$ cat src/rtl/core/current_limit_setpoint_regulator_defines.svh
// Assertion macros for the current-limit setpoint regulator.
// Included by the top level; expects clk_i and rst_ni in the including scope.
`ifndef CURRENT_LIMIT_SETPOINT_REGULATOR_DEFINES_SVH
`define CURRENT_LIMIT_SETPOINT_REGULATOR_DEFINES_SVH

// Invariant checked at every clock edge out of reset
`define CLR_ASSERT_ALWAYS(label, expr, msg) \
  label: assert property (@(posedge clk_i) disable iff (!rst_ni) (expr)) else $error(msg);

// Consequence checked in the same cycle
`define CLR_ASSERT_SAME(label, ante, cons, msg) \
  label: assert property (@(posedge clk_i) disable iff (!rst_ni) (ante) |-> (cons)) \
    else $error(msg);

// Consequence checked in the cycle after the antecedent
`define CLR_ASSERT_NEXT(label, ante, cons, msg) \
  label: assert property (@(posedge clk_i) disable iff (!rst_ni) (ante) |=> (cons)) \
    else $error(msg);

`endif

$ cat src/rtl/core/clr_pkg.sv
// Shared types, constants and helpers of the current-limit setpoint regulator.
// No dependencies; used by the serial multiplier, serial divider and top level.
package clr_pkg;

  // Field widths
  localparam int SetpointW = 15;
  localparam int CodeW     = 8;
  localparam int DacW      = 12;
  localparam int NumW      = 23;  // vcode * 100 * limit fits in 23 bits
  localparam int McandW    = 15;  // vcode * 100 fits in 15 bits

  // Serial step counts
  localparam int MulSteps = CodeW;
  localparam int DivSteps = SetpointW;
  localparam int MulCntW  = $clog2(MulSteps);
  localparam int DivCntW  = $clog2(DivSteps);

  // Command codes
  localparam logic CmdLoad    = 1'b0;
  localparam logic CmdMeasure = 1'b1;

  // Setpoint limits and scaling
  localparam logic [SetpointW-1:0] SetpointMinMv = 15'd2000;
  localparam logic [SetpointW-1:0] SetpointMaxMv = 15'd20000;
  localparam logic [McandW-1:0]    MvPerVcode    = 15'd100;
  localparam logic [CodeW-1:0]     LimitReset    = 8'd200;

  // dac = floor(mv * 819 / 4000) = floor(mv * DacRecip / 2^DacShift) for mv <= 20000
  localparam int              DacShift = 27;
  localparam int              DacProdW = 40;
  localparam logic [24:0]     DacRecip = 25'd27481080;
  // readback = floor(mv / 100) = floor(mv * RbRecip / 2^RbShift) for mv <= 20000
  localparam int              RbShift  = 19;
  localparam int              RbProdW  = 28;
  localparam logic [12:0]     RbRecip  = 13'd5243;

  typedef enum logic [1:0] {
    ST_IDLE,
    ST_MUL,
    ST_DIV,
    ST_OUT
  } state_e;

  // Status of a serial arithmetic unit
  typedef struct packed {
    logic busy;
    logic done;
  } ser_stat_t;

  // Saturate a millivolt value to the legal setpoint range
  function automatic logic [SetpointW-1:0] clamp_mv(input logic [SetpointW-1:0] mv);
    logic [SetpointW-1:0] res;
    if (mv < SetpointMinMv) begin
      res = SetpointMinMv;
    end else if (mv > SetpointMaxMv) begin
      res = SetpointMaxMv;
    end else begin
      res = mv;
    end
    return res;
  endfunction

endpackage

$ cat src/rtl/core/clr_mul_serial.sv
// Bit-serial shift-add multiplier: one multiplier bit per cycle, LSB first.
// Depends on clr_pkg for widths and the status struct.
module clr_mul_serial (
  input  logic                          clk_i,
  input  logic                          rst_ni,
  input  logic                          start_i,
  input  logic [clr_pkg::McandW-1:0]    mcand_i,
  input  logic [clr_pkg::CodeW-1:0]     mplier_i,
  output clr_pkg::ser_stat_t            stat_o,
  output logic [clr_pkg::NumW-1:0]      product_o
);

  localparam logic [clr_pkg::MulCntW-1:0] LastStep = clr_pkg::MulCntW'(clr_pkg::MulSteps - 1);

  logic                         busy_q;
  logic                         done_q;
  logic [clr_pkg::MulCntW-1:0]  cnt_q;
  logic [clr_pkg::NumW-1:0]     acc_q;
  logic [clr_pkg::NumW-1:0]     mcand_q;
  logic [clr_pkg::CodeW-1:0]    mplier_q;

  // Sequence the steps and flag the last one
  always_ff @(posedge clk_i or negedge rst_ni) begin
    if (!rst_ni) begin
      busy_q <= 1'b0;
      done_q <= 1'b0;
      cnt_q  <= '0;
    end else begin
      done_q <= 1'b0;
      if (start_i) begin
        busy_q <= 1'b1;
        cnt_q  <= '0;
      end else if (busy_q) begin
        cnt_q <= cnt_q + 1'b1;
        if (cnt_q == LastStep) begin
          busy_q <= 1'b0;
          done_q <= 1'b1;
        end
      end
    end
  end

  // Add the shifted multiplicand when the current multiplier bit is set
  always_ff @(posedge clk_i) begin
    if (start_i) begin
      acc_q    <= '0;
      mcand_q  <= clr_pkg::NumW'(mcand_i);
      mplier_q <= mplier_i;
    end else if (busy_q) begin
      acc_q    <= mplier_q[0] ? acc_q + mcand_q : acc_q;
      mcand_q  <= {mcand_q[clr_pkg::NumW-2:0], 1'b0};
      mplier_q <= {1'b0, mplier_q[clr_pkg::CodeW-1:1]};
    end
  end

  assign stat_o.busy = busy_q;
  assign stat_o.done = done_q;
  assign product_o   = acc_q;

endmodule

$ cat src/rtl/core/clr_div_serial.sv
// Bit-serial restoring divider: one quotient bit per cycle, MSB first.
// Depends on clr_pkg; the caller guarantees the initial remainder is below the divisor.
module clr_div_serial (
  input  logic                          clk_i,
  input  logic                          rst_ni,
  input  logic                          start_i,
  input  logic [clr_pkg::SetpointW-1:0] dividend_i,
  input  logic [clr_pkg::CodeW-1:0]     rem_init_i,
  input  logic [clr_pkg::CodeW-1:0]     divisor_i,
  output clr_pkg::ser_stat_t            stat_o,
  output logic [clr_pkg::SetpointW-1:0] quotient_o
);

  localparam logic [clr_pkg::DivCntW-1:0] LastStep = clr_pkg::DivCntW'(clr_pkg::DivSteps - 1);

  logic                           busy_q;
  logic                           done_q;
  logic [clr_pkg::DivCntW-1:0]    cnt_q;
  logic [clr_pkg::CodeW-1:0]      rem_q;
  logic [clr_pkg::CodeW-1:0]      div_q;
  logic [clr_pkg::SetpointW-1:0]  num_q;
  logic [clr_pkg::CodeW:0]        trial;
  logic [clr_pkg::CodeW:0]        diff;
  logic                           fits;

  // Sequence the steps and flag the last one
  always_ff @(posedge clk_i or negedge rst_ni) begin
    if (!rst_ni) begin
      busy_q <= 1'b0;
      done_q <= 1'b0;
      cnt_q  <= '0;
    end else begin
      done_q <= 1'b0;
      if (start_i) begin
        busy_q <= 1'b1;
        cnt_q  <= '0;
      end else if (busy_q) begin
        cnt_q <= cnt_q + 1'b1;
        if (cnt_q == LastStep) begin
          busy_q <= 1'b0;
          done_q <= 1'b1;
        end
      end
    end
  end

  // Bring down the next dividend bit and try the subtraction
  assign trial = {rem_q, num_q[clr_pkg::SetpointW-1]};
  assign diff  = trial - {1'b0, div_q};
  assign fits  = (trial >= {1'b0, div_q});

  // Shift quotient bits into the dividend register as it empties
  always_ff @(posedge clk_i) begin
    if (start_i) begin
      rem_q <= rem_init_i;
      div_q <= divisor_i;
      num_q <= dividend_i;
    end else if (busy_q) begin
      rem_q <= fits ? diff[clr_pkg::CodeW-1:0] : trial[clr_pkg::CodeW-1:0];
      num_q <= {num_q[clr_pkg::SetpointW-2:0], fits};
    end
  end

  assign stat_o.busy = busy_q;
  assign stat_o.done = done_q;
  assign quotient_o  = num_q;

endmodule

$ cat src/rtl/core/current_limit_setpoint_regulator.sv
// Top level of the current-limit setpoint regulator: control FSM, setpoint and output register.
// Depends on clr_pkg, clr_mul_serial, clr_div_serial and the assertion macro header.
//
//   channel   direction   signals                                           width
//   in        request     in_valid_i/in_ready_o, command_i, new_setpoint_mv_i, 1/15/8/8
//                         voltage_code_i, current_code_i
//   out       result      out_valid_o/out_ready_i, dac_code_o,               12/15/8/1
//                         setpoint_out_mv_o, setpoint_readback_o, limiting_o
//   cfg       write       cfg_valid_i/cfg_ready_o, cfg_data_i (current limit) 8
//
// A load request or a measurement within the limit goes from ST_IDLE to ST_OUT and back.
// A measurement over the limit runs 8 serial multiplier steps, then 15 serial divider
// steps, and skips the divider when the quotient already overflows the 15-bit range.
// Reset sets the setpoint to 2000 mV and the limit to 200; no clearing pass is needed.
// A stalled result holds in the output register while the next request is still accepted.
`include "current_limit_setpoint_regulator_defines.svh"

module current_limit_setpoint_regulator (
  input  logic                          clk_i,
  input  logic                          rst_ni,
  // configuration write
  input  logic                          cfg_valid_i,
  output logic                          cfg_ready_o,
  input  logic [clr_pkg::CodeW-1:0]     cfg_data_i,
  // request channel
  input  logic                          in_valid_i,
  output logic                          in_ready_o,
  input  logic                          command_i,
  input  logic [clr_pkg::SetpointW-1:0] new_setpoint_mv_i,
  input  logic [clr_pkg::CodeW-1:0]     voltage_code_i,
  input  logic [clr_pkg::CodeW-1:0]     current_code_i,
  // result channel
  output logic                          out_valid_o,
  input  logic                          out_ready_i,
  output logic [clr_pkg::DacW-1:0]      dac_code_o,
  output logic [clr_pkg::SetpointW-1:0] setpoint_out_mv_o,
  output logic [clr_pkg::CodeW-1:0]     setpoint_readback_o,
  output logic                          limiting_o
);

  clr_pkg::state_e                state_q, state_d;
  logic [clr_pkg::SetpointW-1:0]  setpoint_q, setpoint_d;
  logic [clr_pkg::CodeW-1:0]      limit_q;
  logic [clr_pkg::CodeW-1:0]      ccode_q, ccode_d;
  logic                           limiting_q, limiting_d;
  logic                           mul_start;
  logic                           div_start;
  logic                           out_load;
  logic                           out_valid_q;
  logic [clr_pkg::DacW-1:0]       dac_q;
  logic [clr_pkg::SetpointW-1:0]  sp_out_q;
  logic [clr_pkg::CodeW-1:0]      readback_q;
  logic                           lim_out_q;
  logic [clr_pkg::McandW-1:0]     vcode_mv;
  clr_pkg::ser_stat_t             mul_stat;
  clr_pkg::ser_stat_t             div_stat;
  logic [clr_pkg::NumW-1:0]       product;
  logic [clr_pkg::SetpointW-1:0]  quotient;
  logic [clr_pkg::DacProdW-1:0]   dac_prod;
  logic [clr_pkg::RbProdW-1:0]    rb_prod;

  // Configuration register is always writable
  assign cfg_ready_o = 1'b1;

  always_ff @(posedge clk_i or negedge rst_ni) begin
    if (!rst_ni) begin
      limit_q <= clr_pkg::LimitReset;
    end else if (cfg_valid_i) begin
      limit_q <= cfg_data_i;
    end
  end

  // Measured voltage in millivolts feeds the multiplier
  assign vcode_mv = clr_pkg::McandW'(voltage_code_i) * clr_pkg::MvPerVcode;

  clr_mul_serial u_mul (
    .clk_i     (clk_i),
    .rst_ni    (rst_ni),
    .start_i   (mul_start),
    .mcand_i   (vcode_mv),
    .mplier_i  (limit_q),
    .stat_o    (mul_stat),
    .product_o (product)
  );

  clr_div_serial u_div (
    .clk_i      (clk_i),
    .rst_ni     (rst_ni),
    .start_i    (div_start),
    .dividend_i (product[clr_pkg::SetpointW-1:0]),
    .rem_init_i (product[clr_pkg::NumW-1:clr_pkg::SetpointW]),
    .divisor_i  (ccode_q),
    .stat_o     (div_stat),
    .quotient_o (quotient)
  );

  // State and setpoint registers
  always_ff @(posedge clk_i or negedge rst_ni) begin
    if (!rst_ni) begin
      state_q    <= clr_pkg::ST_IDLE;
      setpoint_q <= clr_pkg::SetpointMinMv;
      limiting_q <= 1'b0;
    end else begin
      state_q    <= state_d;
      setpoint_q <= setpoint_d;
      limiting_q <= limiting_d;
    end
  end

  always_ff @(posedge clk_i) begin
    ccode_q <= ccode_d;
  end

  // Next state: load, check the limit, run multiplier then divider, hand off the result
  always_comb begin
    state_d    = state_q;
    setpoint_d = setpoint_q;
    limiting_d = limiting_q;
    ccode_d    = ccode_q;
    mul_start  = 1'b0;
    div_start  = 1'b0;
    out_load   = 1'b0;
    in_ready_o = 1'b0;
    case (state_q)
      clr_pkg::ST_IDLE: begin
        in_ready_o = 1'b1;
        if (in_valid_i) begin
          ccode_d = current_code_i;
          if (command_i == clr_pkg::CmdLoad) begin
            setpoint_d = clr_pkg::clamp_mv(new_setpoint_mv_i);
            limiting_d = 1'b0;
            state_d    = clr_pkg::ST_OUT;
          end else if (current_code_i > limit_q) begin
            mul_start  = 1'b1;
            limiting_d = 1'b1;
            state_d    = clr_pkg::ST_MUL;
          end else begin
            limiting_d = 1'b0;
            state_d    = clr_pkg::ST_OUT;
          end
        end
      end
      clr_pkg::ST_MUL: begin
        if (mul_stat.done) begin
          // Quotient of 2^15 or more saturates without dividing
          if (product[clr_pkg::NumW-1:clr_pkg::SetpointW] >= ccode_q) begin
            setpoint_d = clr_pkg::SetpointMaxMv;
            state_d    = clr_pkg::ST_OUT;
          end else begin
            div_start = 1'b1;
            state_d   = clr_pkg::ST_DIV;
          end
        end
      end
      clr_pkg::ST_DIV: begin
        if (div_stat.done) begin
          setpoint_d = clr_pkg::clamp_mv(quotient);
          state_d    = clr_pkg::ST_OUT;
        end
      end
      clr_pkg::ST_OUT: begin
        if (!out_valid_q || out_ready_i) begin
          out_load = 1'b1;
          state_d  = clr_pkg::ST_IDLE;
        end
      end
      default: begin
        state_d = clr_pkg::ST_IDLE;
      end
    endcase
  end

  // Scale the setpoint to DAC and readback codes by reciprocal multiplication
  assign dac_prod = clr_pkg::DacProdW'(setpoint_q) * clr_pkg::DacProdW'(clr_pkg::DacRecip);
  assign rb_prod  = clr_pkg::RbProdW'(setpoint_q) * clr_pkg::RbProdW'(clr_pkg::RbRecip);

  // Output register: hold the result until taken
  always_ff @(posedge clk_i or negedge rst_ni) begin
    if (!rst_ni) begin
      out_valid_q <= 1'b0;
    end else if (out_load) begin
      out_valid_q <= 1'b1;
    end else if (out_ready_i) begin
      out_valid_q <= 1'b0;
    end
  end

  always_ff @(posedge clk_i) begin
    if (out_load) begin
      dac_q      <= dac_prod[clr_pkg::DacShift+clr_pkg::DacW-1:clr_pkg::DacShift];
      sp_out_q   <= setpoint_q;
      readback_q <= rb_prod[clr_pkg::RbShift+clr_pkg::CodeW-1:clr_pkg::RbShift];
      lim_out_q  <= limiting_q;
    end
  end

  assign out_valid_o         = out_valid_q;
  assign dac_code_o          = dac_q;
  assign setpoint_out_mv_o   = sp_out_q;
  assign setpoint_readback_o = readback_q;
  assign limiting_o          = lim_out_q;

  // Checks
  `CLR_ASSERT_ALWAYS(a_setpoint_range, (setpoint_q >= clr_pkg::SetpointMinMv) && (setpoint_q <= clr_pkg::SetpointMaxMv), "setpoint left 2000..20000 mV")
  `CLR_ASSERT_ALWAYS(a_units_exclusive, !(mul_stat.busy && div_stat.busy), "multiplier and divider busy together")
  `CLR_ASSERT_NEXT(a_load_setpoint, in_valid_i && in_ready_o && (command_i == clr_pkg::CmdLoad), setpoint_q == clr_pkg::clamp_mv($past(new_setpoint_mv_i)), "load request did not set clamped setpoint")
  `CLR_ASSERT_NEXT(a_within_limit_keeps, in_valid_i && in_ready_o && (command_i == clr_pkg::CmdMeasure) && (current_code_i <= limit_q), $stable(setpoint_q) && !limiting_q, "setpoint changed with current within limit")

endmodule
$ cat config.mk
export PLATFORM = sky130hd
export DESIGN_NAME = current_limit_setpoint_regulator
export DESIGN_NICKNAME = d
export VERILOG_FILES = /design/src/rtl/core/clr_pkg.sv /design/src/rtl/core/clr_mul_serial.sv /design/src/rtl/core/clr_div_serial.sv /design/src/rtl/core/current_limit_setpoint_regulator.sv
export VERILOG_INCLUDE_DIRS = /design/src /design/src/rtl/core
export SDC_FILE = /design/constraint.sdc
export NUM_CORES = 1
export LEC_CHECK = 0
export BUFFER_PORTS_ARGS = -buffer_cell sky130_fd_sc_hd__buf_4
export CAP_MARGIN = 20
export CORE_ASPECT_RATIO = 2
export CORE_MARGIN = 1
export CORE_UTILIZATION = 49
export DETAILED_ROUTE_END_ITERATION = 10
export PLACE_DENSITY_LB_ADDON = 0.2
export SETUP_SLACK_MARGIN = 0.3
export SYNTH_ARGS = -nofsm -noshare
export SYNTH_HDL_FRONTEND = slang
export SYNTH_SLANG_ARGS = --single-unit
$ cat constraint.sdc
create_clock -name clk_i -period 5.44 [get_ports clk_i]
set_input_delay 0.544 -clock clk_i [delete_from_list [all_inputs] [get_ports clk_i]]
set_output_delay 0.544 -clock clk_i [all_outputs]
set_load 0.03 [all_outputs]
== Word-level counts from Yosys, hierarchy flattened ==
Index checks and enable logic that the tools add are counted.

* Magnitude comparators: 7
* Equality and inequality tests: 11
* Multiplexer cells: 55
* Reductions and logical operators: 11
* Add/subtract/negate cells: 4
* Multiply operators: 3

{| class="wikitable"
|+ Operators by type and width
! operator !! count
|-
| two-way mux 15 bit || 13
|-
| one-hot mux 15 bit (3 select lines) || 1
|-
| two-way mux 8 bit || 5
|-
| multiplier 15 x 22 -> 36 bit, second input constant || 1
|-
| greater-than comparator 15 bit, second input constant || 2
|-
| < comparator 15 x 11 -> 1 bit, second input constant || 2
|-
| multiplier 15 x 13 -> 27 bit, second input constant || 1
|-
| two-way mux 1 bit || 25
|-
| adder 23 bit || 1
|-
| multiplier 8 x 5 -> 13 bit, second input constant || 1
|-
| two-way mux 2 bit || 6
|-
| >= comparator 9 x 8 -> 1 bit || 1
|-
| >= comparator 8 bit || 1
|-
| greater-than comparator 8 bit || 1
|-
| two-way mux 4 bit || 2
|-
| != test 2 bit, second input constant || 4
|-
| one-hot mux 2 bit (4 select lines) || 1
|-
| subtractor 8 bit || 1
|-
| two-way mux 3 bit || 2
|-
| AND reduction 6 bit || 1
|-
| nonzero test 2 bit || 3
|-
| adder 4 x 1 -> 4 bit, second input constant || 1
|-
| equality test 2 bit, second input constant || 2
|-
| equality test 4 bit, second input constant || 1
|-
| other kinds (10) || 12
|}

* Flip-flop bits (word level): 165
* Output and inout bits: 39
* Logic and storage cells: 114

== Logic depth before layout (Yosys ltp) ==
* Word-level depth: 6
* Mapped depth: 20

== Hierarchy ==
A second synthesis with hierarchy kept.

* Cells, all modules: 1733
* Area, all modules: 18022.3 µm²

{| class="wikitable"
|+ By module, submodules not included
! module !! cells an instance !! sequential area each (µm²) !! instances !! area an instance (µm²)
|-
| current_limit_setpoint_regulator || 1205 || 2008.2 || 1 || 12534.5
|-
| clr_mul_serial || 354 || 1436.4 || 1 || 3434.5
|-
| clr_div_serial || 174 || 1081.0 || 1 || 2053.2
|}

== Worst setup path after synthesis ==
No wires, ideal clock.

* Path kind: register to register
* Start point: reg setpoint_q[13] (netlist name)
* End point: reg dac_q (netlist bit dac_code_o[9]) (data pin)
* Cell stages (with the launch flop): 19
* Clock period less this slack: 5774 ps
* Slack: -334 ps
* Arrival time: 5509 ps
* Cell sequence: dfrtp_1 > fa_1 > fa_1 > fa_1 > inv_1 > fa_1 > inv_1 > fa_1 > inv_1 > fa_1 > inv_1 > ha_1 > a2111oi_0 > o21ai_0 > a31oi_1 > o311ai_2 > a31oi_1 > o21ai_0 > xor2_1

* Word-level cells in the longest chain between the ends: 1

{| class="wikitable"
|+ RTL lines
! what !! RTL line !! source
|-
| start, declared || current_limit_setpoint_regulator.sv:42 || <nowiki>logic [clr_pkg::SetpointW-1:0] setpoint_q, setpoint_d;</nowiki>
|-
| start signal, assigned || current_limit_setpoint_regulator.sv:101 || <nowiki>setpoint_q <= clr_pkg::SetpointMinMv;</nowiki>
|-
| start signal, assigned || current_limit_setpoint_regulator.sv:105 || <nowiki>setpoint_q <= setpoint_d;</nowiki>
|-
| multiplier 15 x 22 -> 36 bit || current_limit_setpoint_regulator.sv:174 || <nowiki>assign dac_prod = clr_pkg::DacProdW'(setpoint_q) * clr_pkg::DacProdW'(clr_pkg::DacRecip);</nowiki>
|-
| net dac_prod (one bit) || current_limit_setpoint_regulator.sv:59 || <nowiki>logic [clr_pkg::DacProdW-1:0] dac_prod;</nowiki>
|-
| end signal, assigned || current_limit_setpoint_regulator.sv:190 || <nowiki>dac_q <= dac_prod[clr_pkg::DacShift+clr_pkg::DacW-1:clr_pkg::DacShift];</nowiki>
|-
| end, declared || current_limit_setpoint_regulator.sv:50 || <nowiki>logic [clr_pkg::DacW-1:0] dac_q;</nowiki>
|}

The timed path passes the listed nets, and every way through them passes these cells.
A chain may end at the register's enable or synchronous reset.

== Final worst setup path ==
* Start point: reg setpoint_q[7] (netlist name)
* End point: reg dac_q (netlist bit dac_code_o[11]) (data pin)

Same word-level chain as after synthesis.

==> results.tsv <==
stage	metric	value	unit
status	outcome	complete, but fails checks	
status	failing checks	setup timing	
critical_path	critical path, cell by cell	inv_2 -> ha_4 -> fa_2 -> inv_2 -> fa_2 -> inv_2 -> fa_1 -> inv_2 -> fa_2 -> fa_2 -> ha_4 -> a21o_1 -> a31o_4 -> a221oi_4 -> o22a_1 -> nand4b_1 -> a31oi_1 -> xnor2_1	
routing	residual DRC count	0	
grt	largest net degree at the start of global routing	42	
routing	Final ANT Viol Nets	0	
sta	Final min period	5.535	ns
sta	fin crit share	1.017	
critical_path	CP required	5.65	ns
sta	Slew HR	0.2760	
floorplanning	Die ar.	36360	sq um
grt	grt total ovfl	0	
placed_design	routability congestion estimate from global placement	0.9501	
finish	FF+latch area	4428	sq um
critical_path	crit path DAT	5.74	ns
critical_path	element type at the critical path end	register	
placed_design	DP HPWL	38460	um
synthesis	Post-synth ARST share	0.2331	
synthesis	synthesized cell area	17420	sq um
finish	Final Non-Filler Cells	2344	
cts	CTS root buf	clkbuf_16	
grt	Tot GR Track Use	0.2594	
finish	post-layout net count	2417	
sta	Hold Vio Cnt, Final	0	
cts	worst skew pair latency	0.45	ns
synthesis	Yosys top cell area share	0.2191	
finish	area occupied by multi-input gates	12120	sq um
synthesis	Avg Cell Area, Syn	10.41	sq um
routing	total number of vias	12770	
finish	fill count	2959	
synthesis	Cells after Synth	1674	
synthesis	Post-synth EDFFs	96	
critical_path	worst-path maximum fanout	7	
synthesis	top_reg_cell synth	edfxtp_1	
critical_path	critical path class	register to register	
synthesis	synth warn	0	
floorplanning	initial core utilization	0.4967	
sta	# setup viols final	7	
critical_path	cell family with most CP delay	adder cells	
sta	setup TNS	-0.4247	ns
floorplanning	CORE AREA	35070	sq um
finish	Layout Utilization	0.5912	
worst_hold_path	Hold Crit Class	input port to async pin	
cts	H-tree depth	4	
synthesis	flops & latches, synth	163	
critical_path	Crit-path slowest cell	dfstp_2	
sta	Pins Over Slew Limit	0	
synthesis	Cell variety after synth	77	
sta	RSZ-0062 raised after global routing	true	
critical_path	CP max stage delay	0.64	ns
finish	layout cells sized above 1	0.2175	
grt	initial antenna violation count	0	
grt	first-pass GRT wire length	69720	um
synthesis	Synth area leader	ha_1	
placed_design	# port buffers	82	
grt	number of global-route vias before repair	14034	
routing	drt pass-1 iters	5	
routing	number of DRC markers in iteration 0	352	
synthesis	Post-Syn Nets	2205	
synthesis	ranking of synthesized cells by area	ha_1, fa_1, edfxtp_1	
synthesis	sequential share of the synthesized area	0.2540	
routing	final WL	45020	um
floorplanning	Die Ht	268.7	um
routing	wire length per cell	19.21	um
critical_path	Buf+Inv Stages, Crit Path	4	
finish	antenna cell count	0	
cts	TritonCTS Sinks	163	
routing	Via density	5.448	
floorplanning	Die X	135.3	um
cts	# hold bufs at CTS	0	
sta	Highest Clock Rate	180.7	MHz
placed_design	dpl ws	-0.3922	ns
floorplanning	Top Ports	84	
sta	Least-Margin Pin Slew	1.086	ns
cts	CTS tree	built	
critical_path	crit start category	register	
placed_design	dpl cells	2293	
sta	skew final	0.01027	ns
floorplanning	Rows	97	
flow_run	# Max-Cap Violations	0	
finish	Layout area overhead	19.03	%
cts	clock buffer depth	2	
cts	number of CTS-inserted buffers	17	
cts	Reg clk slew, reported paths	0.07	ns
sta	PnR worst setup slack	-0.09514	ns
[cell usage in the layout (no fill, tap or decap), types with 49 or more instances in the layout]
cell type,instances
fa_1,163
o21ai_0,49
edfxtp_1,96
nand2_1,90
inv_1,326
a21oi_1,61
nor2_1,66
ha_1,283
buf_4,203
[cell usage after synthesis, drive strengths merged (13+ instances only)]
library cell  count
a211oi           13
a21o             25
a21oi            72
and3             13
clkbuf           22
dfrtp            29
dfxtp            29
edfxtp           96
fa              181
ha              305
inv             346
mux2             32
mux2i            22
nand2            90
nand3            24
nand4            13
nor2             67
nor3             21
o21ai            55
xnor2            29
xor2             22
[cells by family after synthesis]
logic type                 Yosys count  share of synthesized area
xor gates and xnor gates            51                    0.02564
adders and majority gates          486                     0.4271
other                                1                  0.0002153
muxes                               54                    0.03397
DFF                                163                     0.2540
AOI/OAI and AO/OA                  259                    0.09790
and+or+nand+nor                    287                    0.07994
buffers and inverters              373                    0.08123
[through the flow]
stage | cell area [sq um] | hold slack, ns
after floorplan | 17510 | 0.2484
after global placement | 19500 | 0.4353
after detailed placement | 19500 | 0.4357
after CTS | 20470 | 0.1008
after global routing | 20740 | 0.1266
final | 20740 | 0.09112
[what timing repair did]
| item | CTS | global route |
|---|---|---|
| buffers inserted | 9 | 9 |
| gates resized for setup | 62 | 44 |
| hold endpoints to repair | 0 | 0 |
| pin swaps | 40 | 56 |
| endpoints found under the setup margin | 20 | 20 |
[registers in the layout, summed over array words and instances (netlist names)]
signal	flops
state_q	2
u_mul.cnt_q	3
setpoint_q	15
u_div.cnt_q	4
u_mul.busy_q	1
setpoint_readback_o	8
ccode_q	8
limiting_o	1
u_div.quotient_o	15
u_mul.done_q	1
limiting_q	1
u_div.div_q	8
u_div.rem_q	8
u_div.busy_q	1
u_mul.mcand_q	21
dac_code_o	12
u_mul.mplier_q	8
u_div.done_q	1
setpoint_out_mv_o	15
out_valid_o	1
u_mul.product_o	21
limit_q	8
[routing by layer]
layer / part of all wire / vias up / routed length [um] / GRT usage
met5: 0 / - / 0 / 0
met4: 0.099 / 0 / 4462 / 0.2357
met3: 0.021 / 159 / 958 / 0.02482
met2: 0.58 / 281 / 26120 / 0.5275
met1: 0.30 / 6247 / 13480 / 0.2078
li1: - / 6083 / - / -
[worst reg2reg max path, stage by stage, from the launching register on]
cell and delay [ns]:
dfstp_2 0.64, inv_2 0.09, ha_4 0.27, fa_2 0.53
inv_2 0.04, fa_2 0.53, inv_2 0.04, fa_1 0.49
inv_2 0.05, fa_2 0.55, fa_2 0.47, ha_4 0.17
a21o_1 0.17, a31o_4 0.22, a221oi_4 0.26, o22a_1 0.24
nand4b_1 0.19, a31oi_1 0.25, xnor2_1 0.09
[cell type report]
type	instances	area share
Sequential cell	163	0.2135
Multi-Input combinational cell	1138	0.5846
Clock inverter	15	0.008629
Inverter	346	0.06263
Tap cell	445	0.02685
Clock buffer	17	0.02052
Timing Repair Buffer	220	0.08327
[path summary, 6_finish.rpt]
path	cells past startpoint	end	slack (ns)	start
setup reg to reg	18	dac_code_o[11]$_DFFE_PP_	-0.1	setpoint_q[7]$_DFFE_PN1P_
hold / removal	1	setpoint_q[1]$_DFFE_PN0P_	0.09	rst_ni
setup / recovery	18	dac_code_o[11]$_DFFE_PP_	-0.1	setpoint_q[7]$_DFFE_PN1P_
min in group clk_i	1	ccode_q[3]$_DFFE_PP_	0.28	current_code_i[3]
hold reg to reg	0	u_div.div_q[2]$_DFFE_PP_	0.45	ccode_q[2]$_DFFE_PP_
max in group asynchronous	1	setpoint_q[13]$_DFFE_PN0P_	4.91	rst_ni
Power is not shown: default switching activity piles up to over one toggle a cycle in this logic, so the estimate is an artifact.
